## src/sv/s2f_pkg.sv

```systemverilog
// Shared constants, types and arithmetic helpers for the stereo upmix filter bank.
`default_nettype none

package s2f_pkg;

   // Field widths.
   localparam int SAMPLE_BITS = 24;
   localparam int HIST_BITS   = 32;
   localparam int PROD_BITS   = 64;

   // Register file map: histories of biquad b sit at 2b, 2b+1 (input side)
   // and 12+2b, 13+2b (output side); the rest hold per-frame values.
   localparam logic [4:0] R_YBASE = 5'd12;
   localparam logic [4:0] R_SL    = 5'd24;
   localparam logic [4:0] R_SR    = 5'd25;
   localparam logic [4:0] R_XL    = 5'd26;
   localparam logic [4:0] R_XR    = 5'd27;
   localparam logic [4:0] R_C     = 5'd28;
   localparam logic [4:0] R_RC    = 5'd29;
   localparam logic [4:0] R_LF    = 5'd30;
   localparam logic [4:0] R_RF    = 5'd31;
   localparam logic [4:0] R_LS    = 5'd12;
   localparam logic [4:0] R_RS    = 5'd18;

   // Coefficient table bases.
   localparam logic [4:0] C_LP11K = 5'd0;
   localparam logic [4:0] C_HP5K  = 5'd5;
   localparam logic [4:0] C_HP3K  = 5'd10;
   localparam logic [4:0] C_M1DB  = 5'd15;
   localparam logic [4:0] C_M10DB = 5'd16;
   localparam logic [4:0] C_M4DB  = 5'd17;
   localparam logic [4:0] C_M9P5  = 5'd18;
   localparam logic [4:0] C_M3P9  = 5'd19;

   // Output modes.
   localparam logic [1:0] MODE_NONE    = 2'd0;
   localparam logic [1:0] MODE_NO_CTR  = 2'd1;
   localparam logic [1:0] MODE_ALL     = 2'd2;

   localparam logic [3:0] LAST_JOB  = 4'd11;
   localparam logic [2:0] LAST_TERM = 3'd4;

   // One job of the frame program: a gain or a full biquad.
   typedef struct packed {
      logic       is_gain;
      logic [4:0] src;
      logic [4:0] cbase;
      logic [2:0] bq;
      logic [4:0] dest;
      logic       add_en;
      logic [4:0] add_src;
   } job_type;

   function automatic job_type job_info(input logic [3:0] job);
      job_type j;
      j = '{is_gain: 1'b1, src: R_XL, cbase: C_M1DB, bq: 3'd0, dest: R_SL,
            add_en: 1'b0, add_src: R_C};
      case (job)
         4'd0:  j = '{1'b1, R_XL,   C_M1DB,  3'd0, R_SL, 1'b0, R_C};
         4'd1:  j = '{1'b1, R_XR,   C_M1DB,  3'd0, R_SR, 1'b0, R_C};
         4'd2:  j = '{1'b0, R_SL,   C_LP11K, 3'd0, R_SL, 1'b0, R_C};
         4'd3:  j = '{1'b0, R_SL,   C_HP5K,  3'd1, R_SL, 1'b0, R_C};
         4'd4:  j = '{1'b1, 5'd14,  C_M10DB, 3'd0, R_C,  1'b0, R_C};
         4'd5:  j = '{1'b0, 5'd12,  C_HP3K,  3'd2, R_SL, 1'b0, R_C};
         4'd6:  j = '{1'b1, 5'd16,  C_M4DB,  3'd0, R_LF, 1'b1, R_C};
         4'd7:  j = '{1'b0, R_SR,   C_LP11K, 3'd3, R_SL, 1'b0, R_C};
         4'd8:  j = '{1'b0, R_SR,   C_HP5K,  3'd4, R_SL, 1'b0, R_C};
         4'd9:  j = '{1'b1, 5'd20,  C_M9P5,  3'd0, R_RC, 1'b0, R_C};
         4'd10: j = '{1'b0, 5'd18,  C_HP3K,  3'd5, R_SL, 1'b0, R_C};
         4'd11: j = '{1'b1, 5'd22,  C_M3P9,  3'd0, R_RF, 1'b1, R_RC};
         default: j = '{1'b1, R_XL, C_M1DB, 3'd0, R_SL, 1'b0, R_C};
      endcase
      return j;
   endfunction

   // Q2.30 coefficients: biquads as b0, b1, b2, a1, a2, then the gains.
   function automatic logic signed [31:0] coef_of(input logic [4:0] idx);
      logic signed [31:0] c;
      c = 32'sd0;
      case (idx)
         5'd0:  c = 32'sd295478837;
         5'd1:  c = 32'sd590957674;
         5'd2:  c = 32'sd295478837;
         5'd3:  c = -32'sd177430198;
         5'd4:  c = 32'sd285603721;
         5'd5:  c = 32'sd710028503;
         5'd6:  c = -32'sd1420057006;
         5'd7:  c = 32'sd710028503;
         5'd8:  c = -32'sd1256424982;
         5'd9:  c = 32'sd509947206;
         5'd10: c = 32'sd843995873;
         5'd11: c = -32'sd1687991746;
         5'd12: c = 32'sd843995873;
         5'd13: c = -32'sd1621204445;
         5'd14: c = 32'sd681037223;
         5'd15: c = 32'sd956973474;
         5'd16: c = 32'sd339547230;
         5'd17: c = 32'sd677484920;
         5'd18: c = 32'sd359665930;
         5'd19: c = 32'sd685329678;
         default: c = 32'sd0;
      endcase
      return c;
   endfunction

   // Saturate a 40-bit value to 32 bits.
   function automatic logic [31:0] sat32(input logic signed [39:0] v);
      logic [31:0] r;
      if (v > 40'sh007FFFFFFF) begin
         r = 32'h7FFFFFFF;
      end else if (v < -40'sh0080000000) begin
         r = 32'h80000000;
      end else begin
         r = v[31:0];
      end
      return r;
   endfunction

   // Saturate a 32-bit value to the sample width.
   function automatic logic [SAMPLE_BITS-1:0] sat_sample(input logic signed [31:0] v);
      logic [SAMPLE_BITS-1:0] r;
      if (v > 32'sh007FFFFF) begin
         r = 24'h7FFFFF;
      end else if (v < -32'sh00800000) begin
         r = 24'h800000;
      end else begin
         r = v[SAMPLE_BITS-1:0];
      end
      return r;
   endfunction

endpackage

`default_nettype wire

```

## src/sv/stereo_to_five_channel_upmix.sv

```systemverilog
// Top level of the stereo to five-channel upmix filter bank.
// One stereo word in gives one five-channel word out. A frame runs as a fixed
// program of twelve jobs (two input gains, six direct-form-I biquads, four
// output gains) on one Booth serial multiplier; 36 products (each a load, a
// multiply wait and an accumulate) plus twelve finishing and six history steps
// and the output load make up a frame from accepting a word to its result, and a
// new word is taken once the result has moved into the output register, which
// holds it until taken.
// The mode register is written through its own port and takes effect on the
// next result; the filter histories advance in every mode.
`default_nettype none

module stereo_to_five_channel_upmix (
   input  wire logic                            clock,
   input  wire logic                            reset,
   input  wire logic                            req_valid,
   output logic                                 req_stall,
   input  wire logic [s2f_pkg::SAMPLE_BITS-1:0] req_in_left,
   input  wire logic [s2f_pkg::SAMPLE_BITS-1:0] req_in_right,
   output logic                                 rsp_valid,
   input  wire logic                            rsp_stall,
   output logic [s2f_pkg::SAMPLE_BITS-1:0]      rsp_out_left,
   output logic [s2f_pkg::SAMPLE_BITS-1:0]      rsp_out_right,
   output logic [s2f_pkg::SAMPLE_BITS-1:0]      rsp_out_left_surround,
   output logic [s2f_pkg::SAMPLE_BITS-1:0]      rsp_out_right_surround,
   output logic [s2f_pkg::SAMPLE_BITS-1:0]      rsp_out_centre,
   input  wire logic                            csr_valid,
   output logic                                 csr_ready,
   input  wire logic [1:0]                      csr_output_mode
);
   import s2f_pkg::*;

   typedef enum logic [6:0] {
      S_IDLE = 7'b0000001,
      S_LOAD = 7'b0000010,
      S_MUL  = 7'b0000100,
      S_ACC  = 7'b0001000,
      S_FIN  = 7'b0010000,
      S_UPD  = 7'b0100000,
      S_DONE = 7'b1000000
   } state_type;

   state_type          state_ff, state_in;
   logic [3:0]         job_ff, job_in;
   logic [2:0]         term_ff, term_in;
   logic [63:0]        acc_ff, acc_in;
   logic [31:0]        y_ff, y_in;
   logic [31:0]        rf_ff [32];
   logic [1:0]         mode_ff;
   logic               rsp_valid_ff;
   logic [SAMPLE_BITS-1:0] out_l_ff, out_r_ff, out_ls_ff, out_rs_ff, out_c_ff;

   job_type            job;
   logic [4:0]         bq_k;
   logic [4:0]         op_addr;
   logic [4:0]         rd_addr;
   logic [31:0]        rd_data;
   logic signed [31:0] coef;
   logic               mul_done;
   logic [63:0]        mul_product;
   logic signed [63:0] term_val;
   logic signed [63:0] bq_round;
   logic signed [63:0] g_round;
   logic signed [39:0] g_sum;
   logic [31:0]        bq_y;
   logic [31:0]        g_val;
   logic               accept;
   logic               rsp_load;
   logic               last_job;

   assign job      = job_info(job_ff);
   assign bq_k     = {1'b0, job.bq, 1'b0};
   assign accept   = req_valid && (state_ff == S_IDLE);
   assign rsp_load = (state_ff == S_DONE) && (!rsp_valid_ff || !rsp_stall);
   assign last_job = (job_ff == LAST_JOB);

   // Operand address for the current term of the job.
   always_comb begin
      case (term_ff)
         3'd0:    op_addr = job.src;
         3'd1:    op_addr = bq_k;
         3'd2:    op_addr = bq_k | 5'd1;
         3'd3:    op_addr = bq_k + R_YBASE;
         3'd4:    op_addr = bq_k + R_YBASE + 5'd1;
         default: op_addr = job.src;
      endcase
   end

   // Single read port: operand on load, addend on finish, filter input on update.
   always_comb begin
      case (state_ff)
         S_LOAD:  rd_addr = op_addr;
         S_FIN:   rd_addr = job.add_src;
         default: rd_addr = job.src;
      endcase
   end
   assign rd_data = rf_ff[rd_addr];
   assign coef    = coef_of(job.cbase + {2'b00, term_ff});

   s2f_mul u_mul (
      .clock   (clock),
      .reset   (reset),
      .start   (state_ff == S_LOAD),
      .mcand   (rd_data),
      .mplier  (coef),
      .done    (mul_done),
      .product (mul_product)
   );

   // Rounding and saturation of finished sums.
   assign term_val = $signed(mul_product) >>> 2;
   assign bq_round = ($signed(acc_ff) + 64'sd134217728) >>> 28;
   assign bq_y     = sat32(bq_round[39:0]);
   assign g_round  = ($signed(acc_ff) + 64'sd536870912) >>> 30;
   assign g_sum    = g_round[39:0] +
                     (job.add_en ? {{8{rd_data[31]}}, rd_data} : 40'sd0);
   assign g_val    = sat32(g_sum);

   // Job sequencer.
   always_comb begin
      state_in = state_ff;
      job_in   = job_ff;
      term_in  = term_ff;
      acc_in   = acc_ff;
      y_in     = y_ff;
      case (state_ff)
         S_IDLE: begin
            if (accept) begin
               state_in = S_LOAD;
               job_in   = 4'd0;
               term_in  = 3'd0;
            end
         end
         S_LOAD: begin
            state_in = S_MUL;
         end
         S_MUL: begin
            if (mul_done) begin
               state_in = S_ACC;
            end
         end
         S_ACC: begin
            if (job.is_gain) begin
               acc_in = mul_product;
            end else if (term_ff >= 3'd3) begin
               acc_in = acc_ff - term_val;
            end else if (term_ff == 3'd0) begin
               acc_in = term_val;
            end else begin
               acc_in = acc_ff + term_val;
            end
            if (job.is_gain || (term_ff == LAST_TERM)) begin
               state_in = S_FIN;
            end else begin
               term_in  = term_ff + 3'd1;
               state_in = S_LOAD;
            end
         end
         S_FIN: begin
            if (job.is_gain) begin
               term_in  = 3'd0;
               job_in   = last_job ? job_ff : job_ff + 4'd1;
               state_in = last_job ? S_DONE : S_LOAD;
            end else begin
               y_in     = bq_y;
               state_in = S_UPD;
            end
         end
         S_UPD: begin
            term_in  = 3'd0;
            job_in   = last_job ? job_ff : job_ff + 4'd1;
            state_in = last_job ? S_DONE : S_LOAD;
         end
         S_DONE: begin
            if (rsp_load) begin
               state_in = S_IDLE;
            end
         end
         default: state_in = S_IDLE;
      endcase
   end

   always_ff @(posedge clock) begin
      if (reset) begin
         state_ff <= S_IDLE;
         job_ff   <= 4'd0;
         term_ff  <= 3'd0;
      end else begin
         state_ff <= state_in;
         job_ff   <= job_in;
         term_ff  <= term_in;
      end
   end

   always_ff @(posedge clock) begin
      acc_ff <= acc_in;
      y_ff   <= y_in;
   end

   // Register file: histories, inputs and intermediate results.
   always_ff @(posedge clock) begin
      if (reset) begin
         for (int i = 0; i < 32; i++) begin
            rf_ff[i] <= 32'd0;
         end
      end else if (accept) begin
         rf_ff[R_XL] <= {{8{req_in_left[SAMPLE_BITS-1]}}, req_in_left};
         rf_ff[R_XR] <= {{8{req_in_right[SAMPLE_BITS-1]}}, req_in_right};
      end else if ((state_ff == S_FIN) && job.is_gain) begin
         rf_ff[job.dest] <= g_val;
      end else if (state_ff == S_UPD) begin
         rf_ff[bq_k | 5'd1]             <= rf_ff[bq_k];
         rf_ff[bq_k]                    <= rd_data;
         rf_ff[bq_k + R_YBASE + 5'd1]   <= rf_ff[bq_k + R_YBASE];
         rf_ff[bq_k + R_YBASE]          <= y_ff;
      end
   end

   // Mode register; the port is always ready.
   always_ff @(posedge clock) begin
      if (reset) begin
         mode_ff <= MODE_ALL;
      end else if (csr_valid) begin
         mode_ff <= csr_output_mode;
      end
   end
   assign csr_ready = 1'b1;

   // Output register holds the word until the sink takes it.
   always_ff @(posedge clock) begin
      if (reset) begin
         rsp_valid_ff <= 1'b0;
      end else if (rsp_load) begin
         rsp_valid_ff <= 1'b1;
      end else if (!rsp_stall) begin
         rsp_valid_ff <= 1'b0;
      end
   end

   always_ff @(posedge clock) begin
      if (rsp_load) begin
         out_l_ff  <= sat_sample(rf_ff[R_LF]);
         out_r_ff  <= sat_sample(rf_ff[R_RF]);
         out_ls_ff <= (mode_ff == MODE_NONE) ? '0 : sat_sample(rf_ff[R_LS]);
         out_rs_ff <= (mode_ff == MODE_NONE) ? '0 : sat_sample(rf_ff[R_RS]);
         out_c_ff  <= ((mode_ff == MODE_NONE) || (mode_ff == MODE_NO_CTR)) ?
                      '0 : sat_sample(rf_ff[R_C]);
      end
   end

   assign req_stall              = (state_ff != S_IDLE);
   assign rsp_valid              = rsp_valid_ff;
   assign rsp_out_left           = out_l_ff;
   assign rsp_out_right          = out_r_ff;
   assign rsp_out_left_surround  = out_ls_ff;
   assign rsp_out_right_surround = out_rs_ff;
   assign rsp_out_centre         = out_c_ff;

   // The multiplier only reports a product while the sequencer waits for it.
   a_done_in_mul: assert property (@(posedge clock) disable iff (reset)
      mul_done |-> (state_ff == S_MUL))
      else $error("product finished outside the multiply wait");

   // Term index never runs past the last biquad term.
   a_term_range: assert property (@(posedge clock) disable iff (reset)
      term_ff <= LAST_TERM)
      else $error("term index out of range");

   // A new frame starts only from the first job.
   a_frame_start: assert property (@(posedge clock) disable iff (reset)
      accept |=> ((job_ff == 4'd0) && (term_ff == 3'd0) && (state_ff == S_LOAD)))
      else $error("frame did not start at the first job");

   // The sequencer reaches the output stage only after the last job.
   a_done_last: assert property (@(posedge clock) disable iff (reset)
      $rose(state_ff == S_DONE) |-> (job_ff == LAST_JOB))
      else $error("frame finished before the last job");

endmodule

`default_nettype wire

```

## src/sv/s2f_mul.sv

```systemverilog
// Radix-2 Booth serial multiplier, one multiplier bit per cycle.
`default_nettype none

module s2f_mul (
   input  wire logic        clock,
   input  wire logic        reset,
   input  wire logic        start,
   input  wire logic [31:0] mcand,
   input  wire logic [31:0] mplier,
   output logic             done,
   output logic [63:0]      product
);
   import s2f_pkg::*;

   logic        busy_ff;
   logic [4:0]  cnt_ff;
   logic [64:0] prod_ff;
   logic        qm1_ff;
   logic [32:0] mcand_ff;
   logic        done_ff;
   logic [32:0] sum_in;

   // Booth recoding of the current bit pair picks add, subtract or hold.
   always_comb begin
      case ({prod_ff[0], qm1_ff})
         2'b01:   sum_in = prod_ff[64:32] + mcand_ff;
         2'b10:   sum_in = prod_ff[64:32] - mcand_ff;
         default: sum_in = prod_ff[64:32];
      endcase
   end

   // Control: count 32 steps, then flag the product for one cycle.
   always_ff @(posedge clock) begin
      if (reset) begin
         busy_ff <= 1'b0;
         cnt_ff  <= 5'd0;
         done_ff <= 1'b0;
      end else begin
         done_ff <= busy_ff && (cnt_ff == 5'd31);
         if (start) begin
            busy_ff <= 1'b1;
            cnt_ff  <= 5'd0;
         end else if (busy_ff) begin
            cnt_ff <= cnt_ff + 5'd1;
            if (cnt_ff == 5'd31) begin
               busy_ff <= 1'b0;
            end
         end
      end
   end

   // Datapath: add into the upper half, then arithmetic shift right.
   always_ff @(posedge clock) begin
      if (start) begin
         mcand_ff <= {mcand[31], mcand};
         prod_ff  <= {33'd0, mplier};
         qm1_ff   <= 1'b0;
      end else if (busy_ff) begin
         prod_ff <= {sum_in[32], sum_in, prod_ff[31:1]};
         qm1_ff  <= prod_ff[0];
      end
   end

   assign done    = done_ff;
   assign product = prod_ff[PROD_BITS-1:0];

endmodule

`default_nettype wire
```

## config.mk

```make
export PLATFORM = sky130hd
export DESIGN_NAME = stereo_to_five_channel_upmix
export DESIGN_NICKNAME = d
export VERILOG_FILES = /design/src/sv/s2f_pkg.sv /design/src/sv/stereo_to_five_channel_upmix.sv /design/src/sv/s2f_mul.sv
export SDC_FILE = /design/constraint.sdc
export NUM_CORES = 2
export LEC_CHECK = 0
export BUFFER_PORTS_ARGS = -buffer_cell sky130_fd_sc_hd__buf_4
export CAP_MARGIN = 10
export CELL_PAD_IN_SITES_DETAIL_PLACEMENT = 1
export CELL_PAD_IN_SITES_GLOBAL_PLACEMENT = 1
export CORE_MARGIN = 4
export CORE_UTILIZATION = 55
export CTS_CLUSTER_SIZE = 25
export DETAILED_ROUTE_END_ITERATION = 6
export PLACE_DENSITY = 0.85
export SKIP_LAST_GASP = 1
export SLEW_MARGIN = 20
export SYNTH_ARGS = -nofsm -noshare
export SYNTH_HDL_FRONTEND = slang
export SYNTH_SLANG_ARGS = --single-unit
export TNS_END_PERCENT = 100
```

## constraint.sdc

```tcl
create_clock -name clock -period 17.54 [get_ports clock]
set_clock_uncertainty 0.2 [all_clocks]
set_input_delay 2.631 -clock clock [delete_from_list [all_inputs] [get_ports clock]]
set_output_delay 2.631 -clock clock [all_outputs]
set_load 0.05 [all_outputs]
```

[Yosys cells after proc, flatten, opt, wreduce, memory -nomap -nowiden]
Memories as Yosys holds them, arrays and structs flattened. A register that Yosys moved wholly into a read port is not among the register bits.
Cells that the tools add are included.
Cells by class
  add/sub/neg operators: 13
  mux-type cells: 73
  order comparisons: 15
  bitwise logic cells: 3
  reductions and logical operators: 27
  eq/ne operators: 23
Operators with widths (number)
  $mux 32: 12
  $mux 64: 3
  $gt 32x24->1 const B: 5
  $lt 32x24->1 const B: 5
  $reduce_or 32->1: 5
  $mux 24: 5
  $mux 23: 3
  $pmux 33 s2: 1
  $add 64x29->64 const B: 1
  $add 64x31->64 const B: 1
  $add 64x64->64: 1
  $sub 64x64->64: 1
  $pmux 7 s7: 1
  $add 40x40->40: 1
  $gt 40x32->1 const B: 1
  $lt 40x32->1 const B: 1
  $mux 40: 1
  $gt 36x32->1 const B: 1
  $lt 36x32->1 const B: 1
  $mux 7: 5
  $add 32x32->33: 1
  $sub 32x32->33: 1
  $mux 5: 6
  $mux 1: 24
  43 further kinds: 67
Storage, ports and cells
  memories: 3
  input bits: 55
  bits in writable memories: 1024
  memory bits (read-only): 1328
  register bits after elaboration: 337
Memories
  (no name shown): depth 32, width 32, read ports 1, clocked after Yosys merged registers in 0, write ports 0, line s2f_pkg.sv:80  | case (idx)
  rf_ff: depth 32, width 32, read ports 8, clocked after Yosys merged registers in 0, write ports 32, line stereo_to_five_channel_upmix.sv:48  | logic [31:0] rf_ff [32];
  (no name shown): depth 16, width 19, read ports 1, clocked after Yosys merged registers in 1, write ports 0, line s2f_pkg.sv:58  | case (job)

[Logic depth before layout (Yosys ltp)]
An unclocked memory read counts as a cell.
  word-level depth: 12
  mapped depth: 32
  depth with buffers taken out: 27

[Hierarchy]
Synthesis repeated with hierarchy kept, for this count alone.
Unflattened totals
  cell total of the unflattened synthesis: 8760
  area, all modules: 85009.0 um^2
By module, submodules not included
  stereo_to_five_channel_upmix: times used 1, cells each 8114, seq. area each 37916.4 um^2, area each 78582.9 um^2
  s2f_mul: times used 1, cells each 646, seq. area each 2722.6 um^2, area each 6426.2 um^2

[Least setup slack after synthesis]
No wires, ideal clock.
  path kind: input -> register
  from: input rsp_stall
  to: register out_c_ff[0], in the netlist rsp_out_centre[0] (enable)
  stages: 1
  setup slack: 8.270 ns
  data arrival time: 8.432 ns
  path through: a21oi_1
Between the ends
  longest elaborated chain between the ends: 3
RTL lines
  start: declaration: line stereo_to_five_channel_upmix.sv:21  | input wire logic rsp_stall,
  $logic_not 1->1
  $logic_or 1x1->1: line stereo_to_five_channel_upmix.sv:74  | assign rsp_load = (state_ff == S_DONE) && (!rsp_valid_ff || !rsp_stall);
  $logic_and 1x1->1: line stereo_to_five_channel_upmix.sv:74
  end signal: assignment: line stereo_to_five_channel_upmix.sv:246  | out_c_ff <= ((mode_ff == MODE_NONE) || (mode_ff == MODE_NO_CTR)) ?
  end: declaration: line stereo_to_five_channel_upmix.sv:51  | logic [SAMPLE_BITS-1:0] out_l_ff, out_r_ff, out_ls_ff, out_rs_ff, out_c_ff;
No other way between the ends.
A chain may end at the register's enable or synchronous reset.

==> results.cfg <==
[clock_network]
root_buffer = clkbuf_16
post_cts_buffers = 0
holdBufCountCts = 0
cts_tree = done
cts.sinks = 1378
post_cts_resized = 0
clkLatencyLatePin_ns = 0.88
numCtsBuffers = 157
clkTransAtPathRegs_ns = 0.07
h-tree-depth = 4
max-clock-path-buffers = 3

[pwr]
p_sw_share_pct = 36.1
p_comb_share_pct = 28.2
seq_power_share_pct = 39.0
p_total_mw = 10.2
p_int_mw = 6.52
p_leak_nw = 32.7
clkPwrFrac_pct = 32.8
power.density_mw_per_mm2 = 110
ir_worst_vdd_mv = 0.0970
p_switching_mw = 3.68

[logic_synthesis]
synth_area_leaders = edfxtp_1, nand2_1, nor2_1
dominantRegCellSynth = edfxtp_1
synth-async-reset-ratio_pct = 0
syn_avg_cell_area_um2 = 9.68
synth-edff-count = 1304
synth.largest_area_cell = edfxtp_1
syn_area_mm2 = 0.0843
synth_top_area_share_pct = 46.5
ys.warnings.count = 0
postSynthCellCount = 8704
synth_cell_types = 99
synth_fp_nets = 8992
synth-seq-cells = 1378
ys_seq_area_share_pct = 48.2

[critical_path]
cp-end-kind = flip-flop
setup.worst_path.end = rf_ff[28][8]
critPathKind = flip-flop to flip-flop
crit_arrival_ns = 11.95
r2r_end = rf_ff[28][8]
startpoint = state_ff[6]
worst_setup_path_start_kind = flip-flop
critPathMaxFanout = 171
reg2reg_depth = 27
worstReg2RegStart = state_ff[6]
r2r_slack_ns = 6.00
cp.required_ns = 17.95

[detailed_routing]
routed_via_density = 7.75
finalWirelength_um = 413000
drt_first_iter_violations = 13600
vias = 82800
first_pass_iters = 7
ant_nets = 0
avgRoutedWirePerCell_um = 38.7
drc = 7

[timing]
fmax_ghz = 0.0867
layout_min_cycle_time_ns = 11.54
worst_slack_ns = 6.00
period_share_pct = 65.8
slew_viol_final = 0
setup_tns_ns = 0
worst_pin_slew_ns = 1.33
setup_viol = 0
rsz0062_at_grt = no
hold_viol = 0
relSlewSlack_pct = 11.6

[die]
io_pins = 178
start_util_pct = 55.4
die_w_um = 399
rows = 143
die_y_um = 399
die-area_mm2 = 0.160
core_area_mm2 = 0.152

[global_route]
grt.overflow.total = 0
grt_pass1_wl_um = 582000
grt_usage_pct = 50.5
grt_pass1_vias = 83300
antenna_found_initial = 31
grt_max_degree = 172

[placement]
io_buffers = 176
gp_congestion = 1.03
dp_slack_ns = 6.85
dp_hpwl_um = 255000

[final_layout]
final_cell_mix = edfxtp_1, nand2_1, nor2_1
synthToLayoutAreaGrowth_pct = 9.94
nNetsFinal = 8800
drive_gt1_share_pct = 10.4
utilization_pct = 60.9
fill_cells = 16500
final_common_cell = edfxtp_1

[outcome]
violations = design-rule violations
outcome = finished, violations left

[min_path]
hp-class = flip-flop to flip-flop

[flow_run]
max_cap_viol_count = 0
-- registers in the layout (all words and copies together) (netlist names) --
| register | flops |
|---|---|
| acc_ff | 64 |
| job | 17 |
| job_ff | 4 |
| mode_ff | 2 |
| rf_ff | 1024 |
| rsp_out_centre | 24 |
| rsp_out_left | 24 |
| rsp_out_left_surround | 24 |
| rsp_out_right | 24 |
| rsp_out_right_surround | 24 |
| rsp_valid | 1 |
| state_ff | 7 |
| term_ff | 3 |
| u_mul.busy_ff | 1 |
| u_mul.cnt_ff | 5 |
| u_mul.done | 1 |
| u_mul.mcand_ff | 32 |
| u_mul.prod_ff | 64 |
| u_mul.qm1_ff | 1 |
| y_ff | 32 |
-- cell type report --
| class | instances | area [um2] | share of cell area, % |
|---|---|---|---|
| diodes | 19 | 47.5 | 0.0513 |
| multi-input cells | 6368 | 40500 | 43.7 |
| flip-flops and latches | 1378 | 40700 | 43.9 |
| well taps | 2030 | 2540 | 2.74 |
| clock inverters | 103 | 953 | 1.03 |
| repair buffers | 388 | 3070 | 3.31 |
| clock buffers | 182 | 4090 | 4.41 |
| inverters | 219 | 823 | 0.888 |
-- through the flow --
stage / hold WS (ns) / cells / instance area, um2
2_1_floorplan: 0.260 / 8704 / 84300
3_3_place_gp: 0.280 / 10400 / 87400
3_5_place_dp: 0.316 / 10400 / 87400
4_1_cts: 0.331 / 10700 / 92500
5_1_grt: 0.357 / 10700 / 92600
6_report: 0.328 / 10700 / 92700
-- routing by layer --
metal	global-route usage [%]	part of all wire [%]
met5	1.63	0.13
met4	43.4	11
met3	21.0	15
met2	73.3	42
met1	57.5	32
-- synth_stat cells (all sizes together), types with 13 or more instances --
library cell / count
mux4: 127
nor3: 91
and3: 111
a311oi: 139
nand2b: 49
o21ai: 592
buf: 134
or3: 27
o22ai: 294
edfxtp: 1304
nor2b: 24
a21o: 75
mux2i: 151
o211ai: 45
a31oi: 174
o21a: 84
dfxtp: 74
o221ai: 30
o21bai: 45
nor4: 57
a22o: 18
or2: 19
nand3: 102
a21oi: 526
xor2: 58
mux2: 19
a211oi: 314
o31ai: 98
xnor2: 116
nor2: 790
and2: 345
a221o: 26
a22oi: 98
nand4: 51
inv: 217
a221oi: 34
a211o: 13
ha: 228
clkbuf: 605
nand2: 1235
-- worst min-delay path by stage --
| stage | end | from | slack, ns | cells after the start |
|---|---|---|---|---|
| 2_1_floorplan | u_mul.qm1_ff | u_mul.qm1_ff | 0.26 | 2 |
| 3_3_place_gp | u_mul.qm1_ff | u_mul.qm1_ff | 0.28 | 2 |
| 3_5_place_dp | u_mul.qm1_ff | u_mul.qm1_ff | 0.32 | 2 |
| 4_1_cts | u_mul.qm1_ff | u_mul.qm1_ff | 0.33 | 2 |
| 5_1_grt | u_mul.qm1_ff | u_mul.qm1_ff | 0.36 | 2 |
| 6_report | u_mul.qm1_ff | u_mul.qm1_ff | 0.33 | 2 |
-- power by group through the flow --
stage | Combinational (mW) | Sequential (mW) | Clock, mW
floorplan | 1.83 | 3.96 | 0
global placement | 2.61 | 4.02 | 0
detailed placement | 2.71 | 4.03 | 0
CTS | 2.75 | 3.97 | 3.31
global route | 3.04 | 3.98 | 3.45
finish | 2.88 | 3.98 | 3.35
-- kinds of logic (layout without fill, tap and decap cells) --
| kind of cell | Yosys count | in the layout | synth area share (%) |
|---|---|---|---|
| AOI/OAI and AO/OA | 2717 | 2717 | 20.9 |
| xor gates and xnor gates | 174 | 174 | 1.81 |
| adders and majority gates | 233 | 233 | 3.50 |
| buffers and inverters | 958 | 892 | 4.41 |
| DFF | 1378 | 1378 | 48.2 |
| muxes | 297 | 297 | 5.44 |
| other | 1 | 20 | 0.00445 |
| and+or+nand+nor | 2946 | 2946 | 15.7 |
-- worst max-delay path: stages, from the launching register on --
cell and delay [ns]:
dfxtp_1 0.38, nor4_4 0.34, nand3_2 0.13, inv_2 0.06, buf_4 0.75, mux2i_1 0.51, a221o_4 0.79, buf_12 0.65
buf_4 0.55, and2_1 0.21, a211oi_1 0.06, a311oi_1 0.30, a21oi_1 0.10, a22oi_1 1.07, nand2_1 0.81, nor2_1 0.27
ha_1 0.31, nand2_1 0.12, a211oi_1 0.30, o21ai_0 0.14, a31oi_1 0.37, o2111ai_1 0.20, and3b_1 0.25, a211o_1 0.37
o21a_1 0.32, nor2_1 0.75, a21oi_1 0.47, o21ai_0 0.39
Power figures use the tool's default switching activity.
